===== src/hdl/kvbac_pkg.sv =====
// ----------------------------------------------------------------------------
// kvbac_pkg
// Shared types, constants and the hash step of the kv block allocator.
// ----------------------------------------------------------------------------
package kvbac_pkg;

	// pool geometry
	localparam int POOL_BLOCKS = 256;
	localparam int BLK_W       = $clog2(POOL_BLOCKS);
	localparam int MAX_TOK     = 16;
	localparam int TIDX_W      = $clog2(MAX_TOK);
	localparam int PCNT_W      = $clog2(MAX_TOK + 1);
	localparam int TOKEN_BITS  = 32;
	localparam int HASH_W      = 64;
	localparam int REF_W       = 16;
	localparam int FREE_W      = $clog2(POOL_BLOCKS + 1);
	localparam int REUSE_W     = 16;
	localparam int CFG_W       = 5;
	localparam int STOK_AW     = BLK_W + TIDX_W;

	// hash prime split as 2^40 + 0x1b3
	localparam int         HASH_HI_SH = 40;
	localparam logic [8:0] HASH_LO    = 9'h1B3;

	// opcodes
	localparam logic [1:0] OP_TOKEN   = 2'd0;
	localparam logic [1:0] OP_RELEASE = 2'd1;
	localparam logic [1:0] OP_APPEND  = 2'd2;
	localparam logic [1:0] OP_STATUS  = 2'd3;

	// result status codes
	localparam logic [1:0] STS_OK      = 2'd0;
	localparam logic [1:0] STS_NO_FREE = 2'd1;
	localparam logic [1:0] STS_BAD_REL = 2'd2;
	localparam logic [1:0] STS_SAT     = 2'd3;

	// controller states
	typedef enum logic [3:0] {
		S_IDLE, S_HASH, S_SCAN_INIT, S_SCAN, S_SCAN_DEC, S_CMP_INIT, S_CMP,
		S_CMP_DEC, S_REF_RD, S_HIT_WR, S_REL_WR, S_POP_RD, S_FILL, S_APP_WR,
		S_OOM, S_EMIT
	} ctrl_state_t;

	// datapath commands
	typedef enum logic [3:0] {
		CMD_NONE, CMD_LATCH, CMD_HASH, CMD_SCAN_INIT, CMD_SCAN, CMD_CMP_INIT,
		CMD_CMP, CMD_REF_RD, CMD_HIT_WR, CMD_REL_WR, CMD_POP_RD, CMD_FILL,
		CMD_APP_WR, CMD_OOM, CMD_EMIT
	} dp_cmd_t;

	// datapath status towards the controller
	typedef struct packed {
		logic [1:0] op;
		logic       block_end;
		logic       scan_done;
		logic       cand_ok;
		logic       cmp_done;
		logic       mism;
		logic       fill_done;
		logic       empty;
		logic       emit_ok;
	} dp_stat_t;

	// one chained hash step: (h ^ tok) * prime, modulo 2^64
	function automatic logic [HASH_W-1:0] hash_step(input logic [HASH_W-1:0] h,
			input logic [TOKEN_BITS-1:0] tok);
		logic [HASH_W-1:0] x;
		x = h ^ HASH_W'(tok);
		return (x << HASH_HI_SH) + (x * HASH_W'(HASH_LO));
	endfunction

endpackage


===== src/hdl/kvbac_ctrl.sv =====
// ----------------------------------------------------------------------------
// kvbac_ctrl
// Sequencer of the block allocator: walks each transaction through the
// datapath steps by issuing one command per cycle.
// ----------------------------------------------------------------------------
module kvbac_ctrl (
	input  logic                clk,
	input  logic                arst_n,
	input  logic                item_valid,
	input  logic [1:0]          opcode,
	input  kvbac_pkg::dp_stat_t stat,
	output kvbac_pkg::dp_cmd_t  cmd,
	output logic                idle
);
	import kvbac_pkg::*;

	ctrl_state_t state_q, state_nxt;

	// state register
	always_ff @(posedge clk or negedge arst_n) begin
		if (!arst_n) state_q <= S_IDLE;
		else state_q <= state_nxt;
	end

	// next state
	always_comb begin
		state_nxt = state_q;
		case (state_q)
			S_IDLE: begin
				if (item_valid) begin
					case (opcode)
						OP_TOKEN:   state_nxt = S_HASH;
						OP_RELEASE: state_nxt = S_REF_RD;
						OP_APPEND:  state_nxt = stat.empty ? S_OOM : S_POP_RD;
						default:    state_nxt = S_EMIT;
					endcase
				end
			end
			S_HASH:      state_nxt = stat.block_end ? S_SCAN_INIT : S_IDLE;
			S_SCAN_INIT: state_nxt = S_SCAN;
			S_SCAN:      if (stat.scan_done) state_nxt = S_SCAN_DEC;
			S_SCAN_DEC: begin
				if (stat.cand_ok) state_nxt = S_CMP_INIT;
				else state_nxt = stat.empty ? S_OOM : S_POP_RD;
			end
			S_CMP_INIT:  state_nxt = S_CMP;
			S_CMP:       if (stat.cmp_done) state_nxt = S_CMP_DEC;
			S_CMP_DEC: begin
				if (!stat.mism) state_nxt = S_REF_RD;
				else state_nxt = stat.empty ? S_OOM : S_POP_RD;
			end
			S_REF_RD:    state_nxt = (stat.op == OP_RELEASE) ? S_REL_WR : S_HIT_WR;
			S_HIT_WR:    state_nxt = S_EMIT;
			S_REL_WR:    state_nxt = S_EMIT;
			S_POP_RD:    state_nxt = (stat.op == OP_APPEND) ? S_APP_WR : S_FILL;
			S_FILL:      if (stat.fill_done) state_nxt = S_EMIT;
			S_APP_WR:    state_nxt = S_EMIT;
			S_OOM:       state_nxt = S_EMIT;
			S_EMIT:      if (stat.emit_ok) state_nxt = S_IDLE;
			default:     state_nxt = S_IDLE;
		endcase
	end

	// command decode
	always_comb begin
		cmd  = CMD_NONE;
		idle = 1'b0;
		case (state_q)
			S_IDLE: begin
				idle = 1'b1;
				cmd  = item_valid ? CMD_LATCH : CMD_NONE;
			end
			S_HASH:      cmd = CMD_HASH;
			S_SCAN_INIT: cmd = CMD_SCAN_INIT;
			S_SCAN:      cmd = CMD_SCAN;
			S_CMP_INIT:  cmd = CMD_CMP_INIT;
			S_CMP:       cmd = CMD_CMP;
			S_REF_RD:    cmd = CMD_REF_RD;
			S_HIT_WR:    cmd = CMD_HIT_WR;
			S_REL_WR:    cmd = CMD_REL_WR;
			S_POP_RD:    cmd = CMD_POP_RD;
			S_FILL:      cmd = CMD_FILL;
			S_APP_WR:    cmd = CMD_APP_WR;
			S_OOM:       cmd = CMD_OOM;
			S_EMIT:      cmd = CMD_EMIT;
			default:     cmd = CMD_NONE;
		endcase
	end

endmodule


===== config.mk =====
export PLATFORM = sky130hd
export DESIGN_NAME = kvbac_ctrl
export DESIGN_NICKNAME = d
export VERILOG_FILES = /design/src/hdl/kvbac_pkg.sv /design/src/hdl/kvbac_ctrl.sv
export SDC_FILE = /design/constraint.sdc
export NUM_CORES = 1
export LEC_CHECK = 0
export BUFFER_PORTS_ARGS = -buffer_cell sky130_fd_sc_hd__buf_2
export CAP_MARGIN = 30
export CELL_PAD_IN_SITES_DETAIL_PLACEMENT = 1
export CELL_PAD_IN_SITES_GLOBAL_PLACEMENT = 2
export CORE_MARGIN = 4
export CORE_UTILIZATION = 29
export DETAILED_ROUTE_END_ITERATION = 16
export PLACE_DENSITY = 0.83
export SLEW_MARGIN = 20
export SYNTH_ARGS = -nofsm -noshare
export SYNTH_HDL_FRONTEND = slang
export SYNTH_SLANG_ARGS = --single-unit

===== constraint.sdc =====
create_clock -name clk -period 3.6 [get_ports clk]
set_input_delay 0.18 -clock clk [delete_from_list [all_inputs] [get_ports clk]]
set_output_delay 0.18 -clock clk [all_outputs]
set_load 0.02 [all_outputs]

==> impl_metrics.toml <==
[run_status]
status = "finished, final reports clean"

[timing]
post-route-period-util_pct = 58.4
fmax_ghz = 0.476
relSlewSlack_pct = 57.1
tightest_slew_ns = 0.644
final_max_slew_viol_count = 0
rsz0062_at_grt = "no"
hold_violations = 0
period_needed_ns = 2.10
setup_viol = 0
finalSetupTns_ns = 0
clock_skew_ns = 0.00307

[setup_path]
cp_data_arrival_time_ns = 2.22
crit_chain = "or2b_1 -> or4_4 -> o2111ai_2 -> mux2_4"
crit_type = "reg2reg"
critPathMaxFanout = 21
slowest_stage = "dfrtp_1"
start_kind = "flop"
critical_path_required_ns = 3.71
endpoint_kind = "flop"
slowest_delay_ns = 0.69

[clocking]
cts_max_path_buffers = 2
clkLatencyLatePin_ns = 0.24
cts_tree = "done"
ctsResizeCount = 0
clock_sinks = 4
cts_buffers = 3
cts_root_buf = "clkbuf_4"
path_clk_slew_ns = 0.04
cts_htree_levels = 1

[detailed_routing]
wl_per_cell_um = 15.1
vias = 684
wl_met2_um = 943
drtAntennaViolNets = 0
drt-met1-wl_um = 861
wirelength_mm = 1.88
met3_wirelength_um = 73
drc = 0
drtPass1Iterations = 4
drt_iter0_markers = 13
dr.max_layer_used = "met3"
viasPerCell = 5.52

[cells_and_area]
areaGrowthSynthToFinish_pct = 19.1
num-fill-cells = 264
n_antenna_cell = 0
stdcell_count = 124
largest_reg_flops = 4
top_regs = "state_q: 4 flops"
layout-drive-gt1-share_pct = 29.9
regMostFlops = "state_q"
multi_input_area_um2 = 475
regArea_um2 = 100
nets = 114

[synth]
avgSynthCellArea_um2 = 7.74
yosysTopAreaCellShare_pct = 15.8
syn-instance-count = 82
ys_types = 47
yosysWarnings = 0
synth_area_leaders = "dfrtp_1 (16%), and3b_1 (5.5%), mux2_4 (4.7%)"
syn_nets = 97
synth.most_common_cell = "nor2_1"
synth_edf_count = 0
synth_commonest_cells = "nor2_1 (6), buf_2 (5)"
synth_seq_cells = 4
synth_flop_cell = "dfrtp_1"
async_flop_share_pct = 100
syn_area_um2 = 634
yosysTopAreaCell = "dfrtp_1"
ys_seq_area_share_pct = 15.8

[pwr]
power.density_mw_per_mm2 = 966
leakagePower_uw = 0.000342
ir_drop_uv = 352

[grt]
grt_usage_pct = 14.4
grt_antenna_before_repair = 0
grt_start_max_net_pins = 23
grt_pass1_vias = 735
grt_pass1_wl_mm = 3.15
gr-total-overflow = 0

[placed_design]
dpl.hpwl_mm = 1.46
place_inst = 120
io_buffers = 19
gp_congestion = 0.773

[floorplanning]
die_h_um = 54.8
core_mm2 = 0.00202
die_area_mm2 = 0.00300
start_util_pct = 31.4
io_pins = 20
die_width_um = 54.8
rows = 16

[hold_path]
hold_path.class = "in2async"

[flow_run]
cap_violations = 0
==> cell families (layout without fill, tap and decap cells) <==
logic type	count (synthesis)	after routing	share of synthesized area [%]
multiplexers	3	3	6.51
XOR/XNOR	3	3	4.14
flip-flops	4	4	15.8
AND/OR/NAND/NOR	31	31	32.3
AO/OA/AOI/OAI	28	28	32.0
buffers and inverters	13	28	9.27
==> layout make-up <==
cell class	count	share of cell area [%]
inverters	5	2.48
repair buffers	20	13.9
multi-input cells	65	62.9
well taps	27	4.47
flip-flops and latches	4	13.2
clock buffers	3	2.98
==> per-layer routing <==
layer  global-route usage, %  vias up
li1                        -      346
met1                    17.5      321
met2                    25.2       17
met3                   0.817        0
met4                    7.47        0
met5                       0        -
==> cells in the final DEF (no fill, tap or decap), types with 2 or more instances in the layout <==
| cell | netlist | final |
|---|---|---|
| o21ai_1 | 2 | 2 |
| clkbuf_4 | 0 | 3 |
| mux2_4 | 2 | 2 |
| inv_1 | 4 | 4 |
| xor2_1 | 2 | 2 |
| a31oi_1 | 4 | 4 |
| nand3_1 | 2 | 2 |
| nor2_1 | 6 | 6 |
| nor2b_1 | 2 | 2 |
| a21oi_1 | 3 | 3 |
| nor3_1 | 3 | 3 |
| o21ai_0 | 4 | 4 |
| buf_2 | 5 | 19 |
| and3b_1 | 4 | 4 |
| dfrtp_1 | 4 | 4 |
| a211oi_1 | 2 | 2 |
==> through the flow <==
step,worst slack [ns],hold WS [ns],area [µm²],util (%),total power [µW]
floorplan,1.96,-0.116,634,-,567
global placement,1.56,-0.0177,723,35.8,667
detailed placement,1.52,-0.0105,723,35.8,679
CTS,1.51,0.274,756,37.4,738
global route,1.41,0.285,756,37.4,795
finish,1.50,0.282,756,37.4,730
==> worst max-delay path, delay by kind of cell, from the launching register on <==
kind               cells  cell delay [ns]
and+or+nand+nor        2             0.79
DFF                    1             0.69
muxes                  1             0.33
AOI/OAI and AO/OA      1             0.15
==> what timing repair did <==
action,4_1_cts,5_1_grt
hold buffers,1,0
setup endpoints to repair,0,0
endpoints found under the hold margin,4,0
setup buffers,0,0
==> final timing paths <==
kind,startpoint,end,slack [ns],cells after the start
worst max-delay path,state_q[0],state_q[1],1.50,4
worst min-delay path,arst_n,state_q[2],0.28,2
worst max register to register,state_q[0],state_q[1],1.50,4
worst min register to register,state_q[2],state_q[2],0.99,2
max in group asynchronous,arst_n,state_q[1],3.20,2
min in group clk,stat[1],state_q[2],0.29,3
==> report_power, final <==
| part | switching [µW] | internal [µW] |
|---|---|---|
| sequential | 126 | 69.5 |
| combinational | 241 | 238 |
| clock | 18.4 | 37.3 |
Note: power is estimated with default switching activity, not from simulation.
